### src/rtl/core/acca_pkg.sv
`default_nettype none
package acca_pkg;

  localparam int CLUMP_INFO_BYTES   = 25;
  localparam int CLUMP_HEADER_BYTES = 38;
  localparam int TRAILER_WORD_BYTES = 4;
  localparam int FLUSH_MASK         = 511;
  localparam int MAX_SEGMENTS       = 34;

  localparam int FLUSH_BITS = $clog2(FLUSH_MASK + 1);

  // status codes
  localparam logic [1:0] ST_OK     = 2'd0;
  localparam logic [1:0] ST_FULL   = 2'd1;
  localparam logic [1:0] ST_SEALED = 2'd2;
  localparam logic [1:0] ST_WRAP   = 2'd3;

  // register indexes
  localparam logic [1:0] REG_DATA_BASE   = 2'd0;
  localparam logic [1:0] REG_DATA_SIZE   = 2'd1;
  localparam logic [1:0] REG_BLOCK_SHIFT = 2'd2;

  typedef struct packed {
    logic [47:0] data_base;
    logic [39:0] data_size;
    logic [4:0]  block_shift;
  } cfg_t;

  // one classified transaction handed from front to back
  typedef struct packed {
    logic        refuse;
    logic [1:0]  status;
    logic        flush;
    logic [4:0]  shift;
    logic [39:0] coff;
    logic [31:0] idx;
    logic [47:0] addr;
    logic [15:0] off;
    logic [16:0] len;
    logic [47:0] daddr;
    logic [15:0] eoff;
  } job_t;

  typedef struct packed {
    logic [1:0]  status;
    logic [39:0] clump_offset;
    logic [31:0] clump_index;
    logic [47:0] segment_address;
    logic [15:0] segment_offset;
    logic [16:0] segment_length;
    logic [47:0] dir_block_address;
    logic [15:0] dir_entry_offset;
    logic        flush_directory;
    logic        last;
  } result_t;

  function automatic logic [4:0] eff_shift(input logic [4:0] s);
    logic [4:0] r;
    if (s < 5'd11)      r = 5'd11;
    else if (s > 5'd16) r = 5'd16;
    else                r = s;
    return r;
  endfunction

  // directory entries per block, per clamped shift
  function automatic logic [11:0] entries_per_block(input logic [4:0] s);
    logic [11:0] r;
    case (s)
      5'd11:   r = 12'((32'd1 << 11) / CLUMP_INFO_BYTES);
      5'd12:   r = 12'((32'd1 << 12) / CLUMP_INFO_BYTES);
      5'd13:   r = 12'((32'd1 << 13) / CLUMP_INFO_BYTES);
      5'd14:   r = 12'((32'd1 << 14) / CLUMP_INFO_BYTES);
      5'd15:   r = 12'((32'd1 << 15) / CLUMP_INFO_BYTES);
      default: r = 12'((32'd1 << 16) / CLUMP_INFO_BYTES);
    endcase
    return r;
  endfunction

endpackage
`default_nettype wire

### src/rtl/core/acca_if.sv
`default_nettype none
interface acca_in_if;
  logic        valid;
  logic        ready;
  logic [15:0] stored_size;
  logic [15:0] raw_size;
  modport source (output valid, stored_size, raw_size, input ready);
  modport sink   (input valid, stored_size, raw_size, output ready);
endinterface

interface acca_out_if;
  logic        valid;
  logic        ready;
  logic [1:0]  status;
  logic [39:0] clump_offset;
  logic [31:0] clump_index;
  logic [47:0] segment_address;
  logic [15:0] segment_offset;
  logic [16:0] segment_length;
  logic [47:0] dir_block_address;
  logic [15:0] dir_entry_offset;
  logic        flush_directory;
  logic        last;
  modport source (output valid, status, clump_offset, clump_index, segment_address,
                  segment_offset, segment_length, dir_block_address, dir_entry_offset,
                  flush_directory, last, input ready);
  modport sink   (input valid, status, clump_offset, clump_index, segment_address,
                  segment_offset, segment_length, dir_block_address, dir_entry_offset,
                  flush_directory, last, output ready);
endinterface
`default_nettype wire

### src/rtl/core/acca_front.sv
`default_nettype none
module acca_front
  import acca_pkg::*;
(
  input  wire logic        clk,
  input  wire logic        rst_n,
  input  wire cfg_t        cfg,
  input  wire logic        in_valid,
  output logic             in_ready,
  input  wire logic [15:0] in_stored,
  input  wire logic [15:0] in_raw,
  output logic             push,
  output job_t             push_job,
  input  wire logic        push_ready
);

  typedef enum logic [1:0] {S_IDLE, S_DIV, S_DECIDE} state_t;

  state_t      state_r;
  logic [39:0] used_r;
  logic [31:0] count_r;
  logic [31:0] comp_r;
  logic [47:0] rawt_r;
  logic        sealed_r;
  logic [15:0] stored_r;
  logic [15:0] raw_r;
  logic [31:0] q_r;
  logic [11:0] rem_r;
  logic [4:0]  cnt_r;

  logic [4:0]  sh;
  logic [11:0] epb;
  logic [12:0] trial;
  logic        take;
  logic [16:0] bs;
  logic [47:0] start;
  logic [15:0] off;
  logic [47:0] addr;
  logic [16:0] n;
  logic [17:0] span;
  logic [7:0]  nsegs;
  logic        wrap;
  logic [31:0] q1;
  logic [51:0] need;
  logic        full;
  logic [47:0] daddr;
  logic [15:0] eoff;

  always_comb begin
    sh    = eff_shift(cfg.block_shift);
    epb   = entries_per_block(sh);
    trial = {rem_r, q_r[31]};
    take  = trial >= {1'b0, epb};
    bs    = 17'd1 << sh;
    start = cfg.data_base + 48'(used_r);
    off   = start[15:0] & (bs[15:0] - 16'd1);
    addr  = {start[47:16], start[15:0] & ~(bs[15:0] - 16'd1)};
    n     = 17'(stored_r) + 17'(CLUMP_HEADER_BYTES);
    span  = 18'(off) + 18'(n) + 18'(bs) - 18'd1;
    nsegs = 8'(span >> sh);
    wrap  = &count_r;
    if (wrap)                          q1 = 32'd0;
    else if (rem_r + 12'd1 == epb)     q1 = q_r + 32'd1;
    else                               q1 = q_r;
    need  = 52'(used_r) + 52'(n) + 52'(TRAILER_WORD_BYTES)
          + ((52'(q1) + 52'd1) << sh);
    full  = (need > 52'(cfg.data_size)) || (nsegs > 8'(MAX_SEGMENTS));
    daddr = cfg.data_base + 48'(cfg.data_size) - 48'((49'(q_r) + 49'd1) << sh);
    eoff  = 16'(rem_r) * 16'(CLUMP_INFO_BYTES);
  end

  always_comb begin
    in_ready = (state_r == S_IDLE);
    push     = (state_r == S_DECIDE);
    push_job = '0;
    push_job.shift = sh;
    if (sealed_r) begin
      push_job.refuse = 1'b1;
      push_job.status = ST_SEALED;
    end else if (full) begin
      push_job.refuse = 1'b1;
      push_job.status = ST_FULL;
      push_job.flush  = 1'b1;
    end else begin
      push_job.status = wrap ? ST_WRAP : ST_OK;
      push_job.flush  = (count_r[FLUSH_BITS-1:0] & FLUSH_BITS'(FLUSH_MASK))
                        == FLUSH_BITS'(FLUSH_MASK);
      push_job.coff   = used_r;
      push_job.idx    = count_r;
      push_job.addr   = addr;
      push_job.off    = off;
      push_job.len    = n;
      push_job.daddr  = daddr;
      push_job.eoff   = eoff;
    end
  end

  always_ff @(posedge clk) begin
    if (!rst_n) begin
      state_r  <= S_IDLE;
      used_r   <= '0;
      count_r  <= '0;
      comp_r   <= '0;
      rawt_r   <= '0;
      sealed_r <= 1'b0;
      cnt_r    <= '0;
    end else begin
      unique case (state_r)
        S_IDLE: begin
          if (in_valid) begin
            stored_r <= in_stored;
            raw_r    <= in_raw;
            q_r      <= count_r;
            rem_r    <= '0;
            cnt_r    <= 5'd31;
            state_r  <= sealed_r ? S_DECIDE : S_DIV;
          end
        end
        S_DIV: begin
          q_r   <= {q_r[30:0], take};
          rem_r <= take ? 12'(trial - {1'b0, epb}) : trial[11:0];
          cnt_r <= cnt_r - 5'd1;
          if (cnt_r == 5'd0) state_r <= S_DECIDE;
        end
        S_DECIDE: begin
          if (push_ready) begin
            state_r <= S_IDLE;
            if (!sealed_r) begin
              if (full) begin
                sealed_r <= 1'b1;
              end else begin
                used_r  <= used_r + 40'(n);
                rawt_r  <= rawt_r + 48'(raw_r);
                if (stored_r < raw_r) comp_r <= comp_r + 32'd1;
                count_r <= count_r + 32'd1;
              end
            end
          end
        end
        default: state_r <= S_IDLE;
      endcase
    end
  end

endmodule
`default_nettype wire

### src/rtl/core/acca_queue.sv
`default_nettype none
module acca_queue
  import acca_pkg::*;
(
  input  wire logic clk,
  input  wire logic rst_n,
  input  wire logic wr,
  input  wire job_t wr_job,
  output logic      wr_ready,
  input  wire logic rd,
  output job_t      rd_job,
  output logic      rd_valid
);

  job_t       mem_r [2];
  logic       wp_r;
  logic       rp_r;
  logic [1:0] cnt_r;
  logic       do_wr;
  logic       do_rd;

  assign wr_ready = (cnt_r != 2'd2);
  assign rd_valid = (cnt_r != 2'd0);
  assign rd_job   = mem_r[rp_r];
  assign do_wr    = wr && wr_ready;
  assign do_rd    = rd && rd_valid;

  always_ff @(posedge clk) begin
    if (do_wr) mem_r[wp_r] <= wr_job;
  end

  always_ff @(posedge clk) begin
    if (!rst_n) begin
      wp_r  <= 1'b0;
      rp_r  <= 1'b0;
      cnt_r <= '0;
    end else begin
      if (do_wr) wp_r <= ~wp_r;
      if (do_rd) rp_r <= ~rp_r;
      cnt_r <= cnt_r + 2'(do_wr) - 2'(do_rd);
    end
  end

endmodule
`default_nettype wire

### src/rtl/core/acca_back.sv
`default_nettype none
module acca_back
  import acca_pkg::*;
(
  input  wire logic clk,
  input  wire logic rst_n,
  input  wire job_t job,
  input  wire logic job_valid,
  output logic      job_pop,
  output result_t   res,
  output logic      res_valid,
  input  wire logic res_ready
);

  job_t        cur_r;
  logic        active_r;
  logic [16:0] rem_r;
  logic [15:0] off_r;
  logic [47:0] addr_r;
  result_t     res_r;
  logic        ovalid_r;

  logic [16:0] bs;
  logic [16:0] room;
  logic [16:0] m;
  logic        is_last;
  logic        load;
  logic        emit;
  result_t     seg;

  always_comb begin
    bs      = 17'd1 << cur_r.shift;
    room    = bs - 17'(off_r);
    m       = (room < rem_r) ? room : rem_r;
    is_last = (m == rem_r);
    load    = !ovalid_r || res_ready;
    job_pop = !active_r && job_valid;
    emit    = active_r && load;
    seg     = '0;
    seg.status          = cur_r.status;
    seg.flush_directory = cur_r.flush;
    if (cur_r.refuse) begin
      seg.last = 1'b1;
    end else begin
      seg.clump_offset      = cur_r.coff;
      seg.clump_index       = cur_r.idx;
      seg.segment_address   = addr_r;
      seg.segment_offset    = off_r;
      seg.segment_length    = m;
      seg.dir_block_address = cur_r.daddr;
      seg.dir_entry_offset  = cur_r.eoff;
      seg.last              = is_last;
    end
  end

  assign res       = res_r;
  assign res_valid = ovalid_r;

  always_ff @(posedge clk) begin
    if (!rst_n) begin
      active_r <= 1'b0;
      ovalid_r <= 1'b0;
    end else begin
      ovalid_r <= emit || (ovalid_r && !res_ready);
      if (job_pop) begin
        cur_r    <= job;
        rem_r    <= job.len;
        off_r    <= job.off;
        addr_r   <= job.addr;
        active_r <= 1'b1;
      end else if (emit) begin
        res_r    <= seg;
        rem_r    <= rem_r - m;
        off_r    <= '0;
        addr_r   <= addr_r + 48'(bs);
        if (cur_r.refuse || is_last) active_r <= 1'b0;
      end
    end
  end

endmodule
`default_nettype wire

### src/rtl/core/arena_clump_append_allocator_unit.sv
// Each request runs a 32-step directory divide in the front, skipped on an
//   already sealed arena; the back then emits one segment per cycle while the
//   output is not stalled. The front accepts no new request until the current
//   one is in the job queue; the back pops no new job before its last segment.
// Reset (synchronous, rst_n low): counters, used bytes and seal cleared,
//   block_shift to 13, base and size to 0, queue and output empty.
`default_nettype none
module arena_clump_append_allocator_unit
  import acca_pkg::*;
(
  input  wire logic        clk,
  input  wire logic        rst_n,
  input  wire logic        cfg_we,
  input  wire logic [1:0]  cfg_idx,
  input  wire logic [47:0] cfg_wdata,
  acca_in_if.sink          in_chan,
  acca_out_if.source       out_chan
);

  // configuration registers
  cfg_t    cfg_r;

  // front -> queue
  logic    push;
  job_t    push_job;
  logic    push_ready;

  // queue -> back
  logic    pop;
  job_t    pop_job;
  logic    pop_valid;

  result_t res;

  always_ff @(posedge clk) begin
    if (!rst_n) begin
      cfg_r.data_base   <= '0;
      cfg_r.data_size   <= '0;
      cfg_r.block_shift <= 5'd13;
    end else if (cfg_we) begin
      unique case (cfg_idx)
        REG_DATA_BASE:   cfg_r.data_base   <= cfg_wdata;
        REG_DATA_SIZE:   cfg_r.data_size   <= cfg_wdata[39:0];
        REG_BLOCK_SHIFT: cfg_r.block_shift <= cfg_wdata[4:0];
        default: ;  // unmapped index: write dropped
      endcase
    end
  end

  // front: accepts a transaction, divides the clump index by entries per
  // directory block, runs the fit test and advances the arena state
  acca_front u_front (
    .clk        (clk),
    .rst_n      (rst_n),
    .cfg        (cfg_r),
    .in_valid   (in_chan.valid),
    .in_ready   (in_chan.ready),
    .in_stored  (in_chan.stored_size),
    .in_raw     (in_chan.raw_size),
    .push       (push),
    .push_job   (push_job),
    .push_ready (push_ready)
  );

  // two-entry job queue decouples classification from segment emission
  acca_queue u_queue (
    .clk      (clk),
    .rst_n    (rst_n),
    .wr       (push),
    .wr_job   (push_job),
    .wr_ready (push_ready),
    .rd       (pop),
    .rd_job   (pop_job),
    .rd_valid (pop_valid)
  );

  // back: splits each job into block-aligned segments behind an output register
  acca_back u_back (
    .clk       (clk),
    .rst_n     (rst_n),
    .job       (pop_job),
    .job_valid (pop_valid),
    .job_pop   (pop),
    .res       (res),
    .res_valid (out_chan.valid),
    .res_ready (out_chan.ready)
  );

  assign out_chan.status            = res.status;
  assign out_chan.clump_offset      = res.clump_offset;
  assign out_chan.clump_index       = res.clump_index;
  assign out_chan.segment_address   = res.segment_address;
  assign out_chan.segment_offset    = res.segment_offset;
  assign out_chan.segment_length    = res.segment_length;
  assign out_chan.dir_block_address = res.dir_block_address;
  assign out_chan.dir_entry_offset  = res.dir_entry_offset;
  assign out_chan.flush_directory   = res.flush_directory;
  assign out_chan.last              = res.last;

endmodule
`default_nettype wire
### src/flat_wrapper.sv
// flat-port wrapper written by rule: the top's interface ports become plain ports
module arena_clump_append_allocator_unit_flat import acca_pkg::*;
  (clk, rst_n, cfg_we, cfg_idx, cfg_wdata, in_chan_valid, in_chan_stored_size, in_chan_raw_size, in_chan_ready, out_chan_valid, out_chan_status, out_chan_clump_offset, out_chan_clump_index, out_chan_segment_address, out_chan_segment_offset, out_chan_segment_length, out_chan_dir_block_address, out_chan_dir_entry_offset, out_chan_flush_directory, out_chan_last, out_chan_ready);
  acca_in_if in_chan_i ();
  acca_out_if out_chan_i ();
  input  wire logic clk;
  input  wire logic rst_n;
  input  wire logic cfg_we;
  input  wire logic [1:0] cfg_idx;
  input  wire logic [47:0] cfg_wdata;
  input wire logic [$bits(in_chan_i.valid)-1:0] in_chan_valid;
  input wire logic [$bits(in_chan_i.stored_size)-1:0] in_chan_stored_size;
  input wire logic [$bits(in_chan_i.raw_size)-1:0] in_chan_raw_size;
  output wire logic [$bits(in_chan_i.ready)-1:0] in_chan_ready;
  output wire logic [$bits(out_chan_i.valid)-1:0] out_chan_valid;
  output wire logic [$bits(out_chan_i.status)-1:0] out_chan_status;
  output wire logic [$bits(out_chan_i.clump_offset)-1:0] out_chan_clump_offset;
  output wire logic [$bits(out_chan_i.clump_index)-1:0] out_chan_clump_index;
  output wire logic [$bits(out_chan_i.segment_address)-1:0] out_chan_segment_address;
  output wire logic [$bits(out_chan_i.segment_offset)-1:0] out_chan_segment_offset;
  output wire logic [$bits(out_chan_i.segment_length)-1:0] out_chan_segment_length;
  output wire logic [$bits(out_chan_i.dir_block_address)-1:0] out_chan_dir_block_address;
  output wire logic [$bits(out_chan_i.dir_entry_offset)-1:0] out_chan_dir_entry_offset;
  output wire logic [$bits(out_chan_i.flush_directory)-1:0] out_chan_flush_directory;
  output wire logic [$bits(out_chan_i.last)-1:0] out_chan_last;
  input wire logic [$bits(out_chan_i.ready)-1:0] out_chan_ready;
  assign in_chan_i.valid = in_chan_valid;
  assign in_chan_i.stored_size = in_chan_stored_size;
  assign in_chan_i.raw_size = in_chan_raw_size;
  assign in_chan_ready = in_chan_i.ready;
  assign out_chan_valid = out_chan_i.valid;
  assign out_chan_status = out_chan_i.status;
  assign out_chan_clump_offset = out_chan_i.clump_offset;
  assign out_chan_clump_index = out_chan_i.clump_index;
  assign out_chan_segment_address = out_chan_i.segment_address;
  assign out_chan_segment_offset = out_chan_i.segment_offset;
  assign out_chan_segment_length = out_chan_i.segment_length;
  assign out_chan_dir_block_address = out_chan_i.dir_block_address;
  assign out_chan_dir_entry_offset = out_chan_i.dir_entry_offset;
  assign out_chan_flush_directory = out_chan_i.flush_directory;
  assign out_chan_last = out_chan_i.last;
  assign out_chan_i.ready = out_chan_ready;
  arena_clump_append_allocator_unit u_core (.clk(clk), .rst_n(rst_n), .cfg_we(cfg_we), .cfg_idx(cfg_idx), .cfg_wdata(cfg_wdata), .in_chan(in_chan_i), .out_chan(out_chan_i));
endmodule
### config.mk
export PLATFORM = sky130hd
export DESIGN_NAME = arena_clump_append_allocator_unit_flat
export DESIGN_NICKNAME = d
export VERILOG_FILES = /design/src/rtl/core/acca_pkg.sv /design/src/rtl/core/acca_if.sv /design/src/rtl/core/acca_front.sv /design/src/rtl/core/acca_queue.sv /design/src/rtl/core/acca_back.sv /design/src/rtl/core/arena_clump_append_allocator_unit.sv /design/src/flat_wrapper.sv
export SDC_FILE = /design/constraint.sdc
export NUM_CORES = 2
export LEC_CHECK = 0
export BUFFER_PORTS_ARGS = -buffer_cell sky130_fd_sc_hd__buf_2
export CAP_MARGIN = 20
export CORE_AREA = 2 2 332 334
export CTS_BUF_LIST = sky130_fd_sc_hd__clkbuf_8 sky130_fd_sc_hd__clkbuf_16
export DETAILED_ROUTE_END_ITERATION = 7
export DIE_AREA = 0 0 334 336
export PLACE_DENSITY = 0.78
export SLEW_MARGIN = 20
export SYNTH_ARGS = -nofsm -noshare
export SYNTH_HDL_FRONTEND = slang
export SYNTH_SLANG_ARGS = --single-unit
### constraint.sdc
create_clock -name clk -period 22.4 [get_ports clk]
set_clock_uncertainty 0.05 [all_clocks]
set_input_delay 0 -clock clk [delete_from_list [all_inputs] [get_ports clk]]
set_output_delay 0 -clock clk [all_outputs]
set_load 0.05 [all_outputs]
==> summary.txt <==
Route
  – DR vias/cell: 6.06
  – Wirelength per Cell: 22.3 microns
  – Total number of vias: 48200
  – Antenna-violating nets left: 0
  – Pre-antenna DRT Iters: 6
  – First DRT Iteration DRCs: 4538
  – Drt drc: 0
  – WL final: 178000 microns

Job
  – Max_cap viols: 0

Clock tree
  – Clk slew on worst S/H paths: 60 ps
  – Setup Buffers After CTS: 0
  – Clock buffer depth: 3
  – CTS Buf Count: 115
  – TritonCTS clock tree: built
  – # H-tree levels: 3
  – Clk root buf: clkbuf_16
  – Clock sink total: 1139
  – Clk_lat worst skew: 740 ps

Logic synthesis
  – Yosys top cell by area: edfxtp_1
  – Synthesized instance count: 6112
  – Area share of fa/ha/maj cells after synthesis: 0.105
  – Post-Synth Simple-Gate Area: 0.155
  – Compound-gate portion of the synthesized area: 0.119
  – Mapped Area: 0.0648 sq mm
  – Async SR Flop Fraction: 0
  – Synth Area in XOR/XNOR: 0.0424
  – Seq/Total Area, Yosys: 0.500
  – Post-synth EDFFs: 959
  – Warnings, synthesis: 0
  – Largest family of logic cells by synthesized area: simple AND/OR/NAND/NOR gates
  – Mean Syn Cell Area: 10.6 sq um
  – Top cell type's share of synthesized area: 0.444
  – Synth area leaders: edfxtp_1 (44%), ha_1 (7.8%), dfxtp_1 (5.6%)
  – Post-synthesis mux area share: 0.0414
  – Yosys reg bits: 1139
  – Top FF cell, synth: edfxtp_1
  – Cell variety after synth: 96

Floorplan
  – DIE AREA: 0.112 sq mm
  – # rows: 121
  – Die X: 334 microns
  – Initial Utilization: 0.598
  – IO Pins: 310
  – Chip Height: 336 microns
  – CORE AREA: 0.108 sq mm

Place
  – Pre-CTS setup slack: 8440 ps
  – Routability congestion estimate: 0.988
  – DPL Wire Length: 128000 microns
  – IO buf count: 293
  – Placed Area: 0.0677 sq mm

Power and ir drop
  – Max VDD drop: 0.0938 mV
  – PwrDens: 96.3 mW/mm^2
  – Pleak: 28.5 nW

Worst setup path
  – Worst path most repeated cell: o21ai_0
  – Critical path's slowest cell: dfxtp_4
  – Worst Path Buf+Inv: 4
  – Crit path max-delay family: simple AND/OR/NAND/NOR gates
  – Flop2flop setup slack: 8010 ps
  – Worst setup EP type: register
  – Critical Path AT: 14950 ps
  – Worst Setup Start Kind: register
  – Worst path max stage delay: 750 ps
  – Worst Path Required: 22960 ps
  – Worst Path Max Fanout: 83
  – Crit Path Category: register to register

STA
  – Final period utilization: 0.642
  – Final Hold Vio Count: 0
  – Setup-failing EPs final: 0
  – Final slew viol count: 0
  – Setup TNS Final: 0 ps
  – Rel. slew slack: 0.280
  – FMAX: 0.0695 GHz
  – RSZ-0062 raised after global routing: no
  – Slew @ Worst Pin: 1070 ps
  – Final WS setup: 8010 ps
  – Tmin final: 14390 ps

Run status
  – Status: complete, no violations

Global routing
  – First-pass GRT wire length: 270000 microns
  – Initial antenna violation count: 12
  – Grt ovf: 0
  – GRT Total Usage: 0.312
  – Vias in the first global route: 46300
  – Pin count of the biggest net entering global routing: 156

Finish
  – Area Overhead vs Synth: 11.9%
  – Multi-input logic area: 0.0302 sq mm
  – Fill count: 8070
  – Fin area: 0.0725 sq mm
  – Register Area: 0.0324 sq mm
  – Final #Nets: 7016
  – Fraction of layout cells with a size suffix above 1: 0.119

Min path
  – Hold WC Path Type: primary input to register
[path summary, 6_finish.rpt]
path,from,end,depth (start not counted)
setup / recovery,u_core.cfg_r[4],u_core.u_front.count_r[23],49
setup reg to reg,u_core.cfg_r[4],u_core.u_front.count_r[23],49
hold / removal,cfg_wdata[40],u_core.cfg_r[85],4
hold reg to reg,u_core.u_back.cur_r[224],u_core.u_back.res[220],0
[layout make-up]
| class | count | share of cell area |
|---|---|---|
| timing repair buffer | 461 | 0.0411 |
| clock buffer | 129 | 0.0423 |
| tap | 1414 | 0.0244 |
| antenna | 10 | 0.000345 |
| sequential | 1139 | 0.447 |
| clock inverter | 86 | 0.0101 |
| multi-input combinational | 4376 | 0.417 |
| inverter | 347 | 0.0181 |
[registers in the layout, summed over array words and instances, names as in the netlist, named ones only]
signal and cells:
u_core.u_queue.mem_r 452, u_core.u_back.res 221, u_core.u_back.cur_r 145, u_core.cfg_r 93, u_core.u_back.addr_r 48, u_core.u_front.used_r 40, u_core.u_front.count_r 32, u_core.u_front.q_r 32
u_core.u_back.rem_r 17, u_core.u_back.off_r 16, u_core.u_front.stored_r 16, u_core.u_front.rem_r 12, u_core.u_front.cnt_r 5, u_core.u_front.state_r 2, u_core.u_queue.cnt_r 2, u_core.u_back.active_r 1
u_core.u_back.res_valid 1, u_core.u_front.sealed_r 1, u_core.u_queue.rp_r 1, u_core.u_queue.wp_r 1
[timing repair]
item,4_1_cts,5_1_grt
resized for setup,0,0
endpoints found under the hold margin,141,0
hold buffers,97,0
setup endpoints to repair,0,0
[worst reg2reg max path, delay by kind of cell, from the launching register on]
family | cells | cell delay (ps)
AND/OR/NAND/NOR | 16 | 5370
XOR/XNOR | 3 | 420
adder cells (fa/ha/maj) | 5 | 1550
AO/OA/AOI/OAI | 21 | 5030
flip-flops | 1 | 750
buffers and inverters | 4 | 1110
[layer usage]
metal	track usage	up-vias	share of wire
li1	-	22700	-
met1	0.410	23300	0.41
met2	0.519	1902	0.48
met3	0.0427	380	0.068
met4	0.137	0	0.048
met5	0	-	0
[power by group]
part / switching, mW / internal, mW / total (mW) / leakage [nW]
logic: 1.47 / 0.818 / 2.28 / 15.7
registers: 0.136 / 2.65 / 2.78 / 10.9
clock network: 0.820 / 1.10 / 1.92 / 1.94
[cell families after synthesis]
kind of cell,count (synthesis)
AO/OA/AOI/OAI,1243
XOR/XNOR,314
adder cells (fa/ha/maj),489
buffers and inverters,631
flip-flops,1139
multiplexers,248
other,2
AND/OR/NAND/NOR,2046
[layout by cell type, fill, tap and decap left out, types with 42 or more instances in the layout]
| cell | synthesis | routed |
|---|---|---|
| edfxtp_1 | 959 | 959 |
| fa_1 | 87 | 87 |
| nand2b_1 | 53 | 53 |
| mux2i_1 | 91 | 91 |
| or4_1 | 46 | 46 |
| clkbuf_16 | 0 | 115 |
| xnor2_1 | 205 | 205 |
| o31ai_1 | 61 | 61 |
| and3_1 | 55 | 55 |
| a21oi_1 | 466 | 466 |
| o21a_1 | 55 | 55 |
| nand3_1 | 127 | 127 |
| nor2_1 | 510 | 507 |
| nand2_1 | 592 | 591 |
| inv_1 | 344 | 363 |
| o211ai_1 | 42 | 42 |
| a21o_1 | 81 | 81 |
| ha_1 | 402 | 402 |
| mux2_2 | 156 | 156 |
| a211oi_1 | 74 | 74 |
| nand4_1 | 58 | 58 |
| nor2b_1 | 251 | 251 |
| buf_2 | 17 | 293 |
| xor2_1 | 109 | 109 |
| dfxtp_1 | 180 | 178 |
| nor3_1 | 88 | 88 |
| dlygate4sd3_1 | 0 | 97 |
| o21ai_0 | 237 | 236 |
| and2_1 | 103 | 101 |
| buf_4 | 1 | 70 |
[stage by stage]
| stage | std cells | power, mW | util | hold slack, ps |
|---|---|---|---|---|
| 3_3_place_gp | 7640 | 4.99 | 0.625 | 130 |
| 4_1_cts | 7952 | 6.98 | 0.669 | 27.8 |
| 5_1_grt | 7955 | 7.32 | 0.669 | 60.3 |
| 6_report | 7962 | 6.98 | 0.669 | 59.9 |
| 2_1_floorplan | 6146 | 4.52 | - | 48.9 |
| 3_5_place_dp | 7640 | 5.04 | 0.625 | 129 |
[cell usage after synthesis, types with 74 or more instances]
library cell	n
a211oi_1	74
a21o_1	81
a21oi_1	466
and2_1	103
clkbuf_1	224
dfxtp_1	180
edfxtp_1	959
fa_1	87
ha_1	402
inv_1	344
mux2_2	156
mux2i_1	91
nand2_1	592
nand3_1	127
nor2_1	510
nor2b_1	251
nor3_1	88
o21ai_0	237
xnor2_1	205
xor2_1	109
Note: power is estimated with default switching activity, not from simulation.
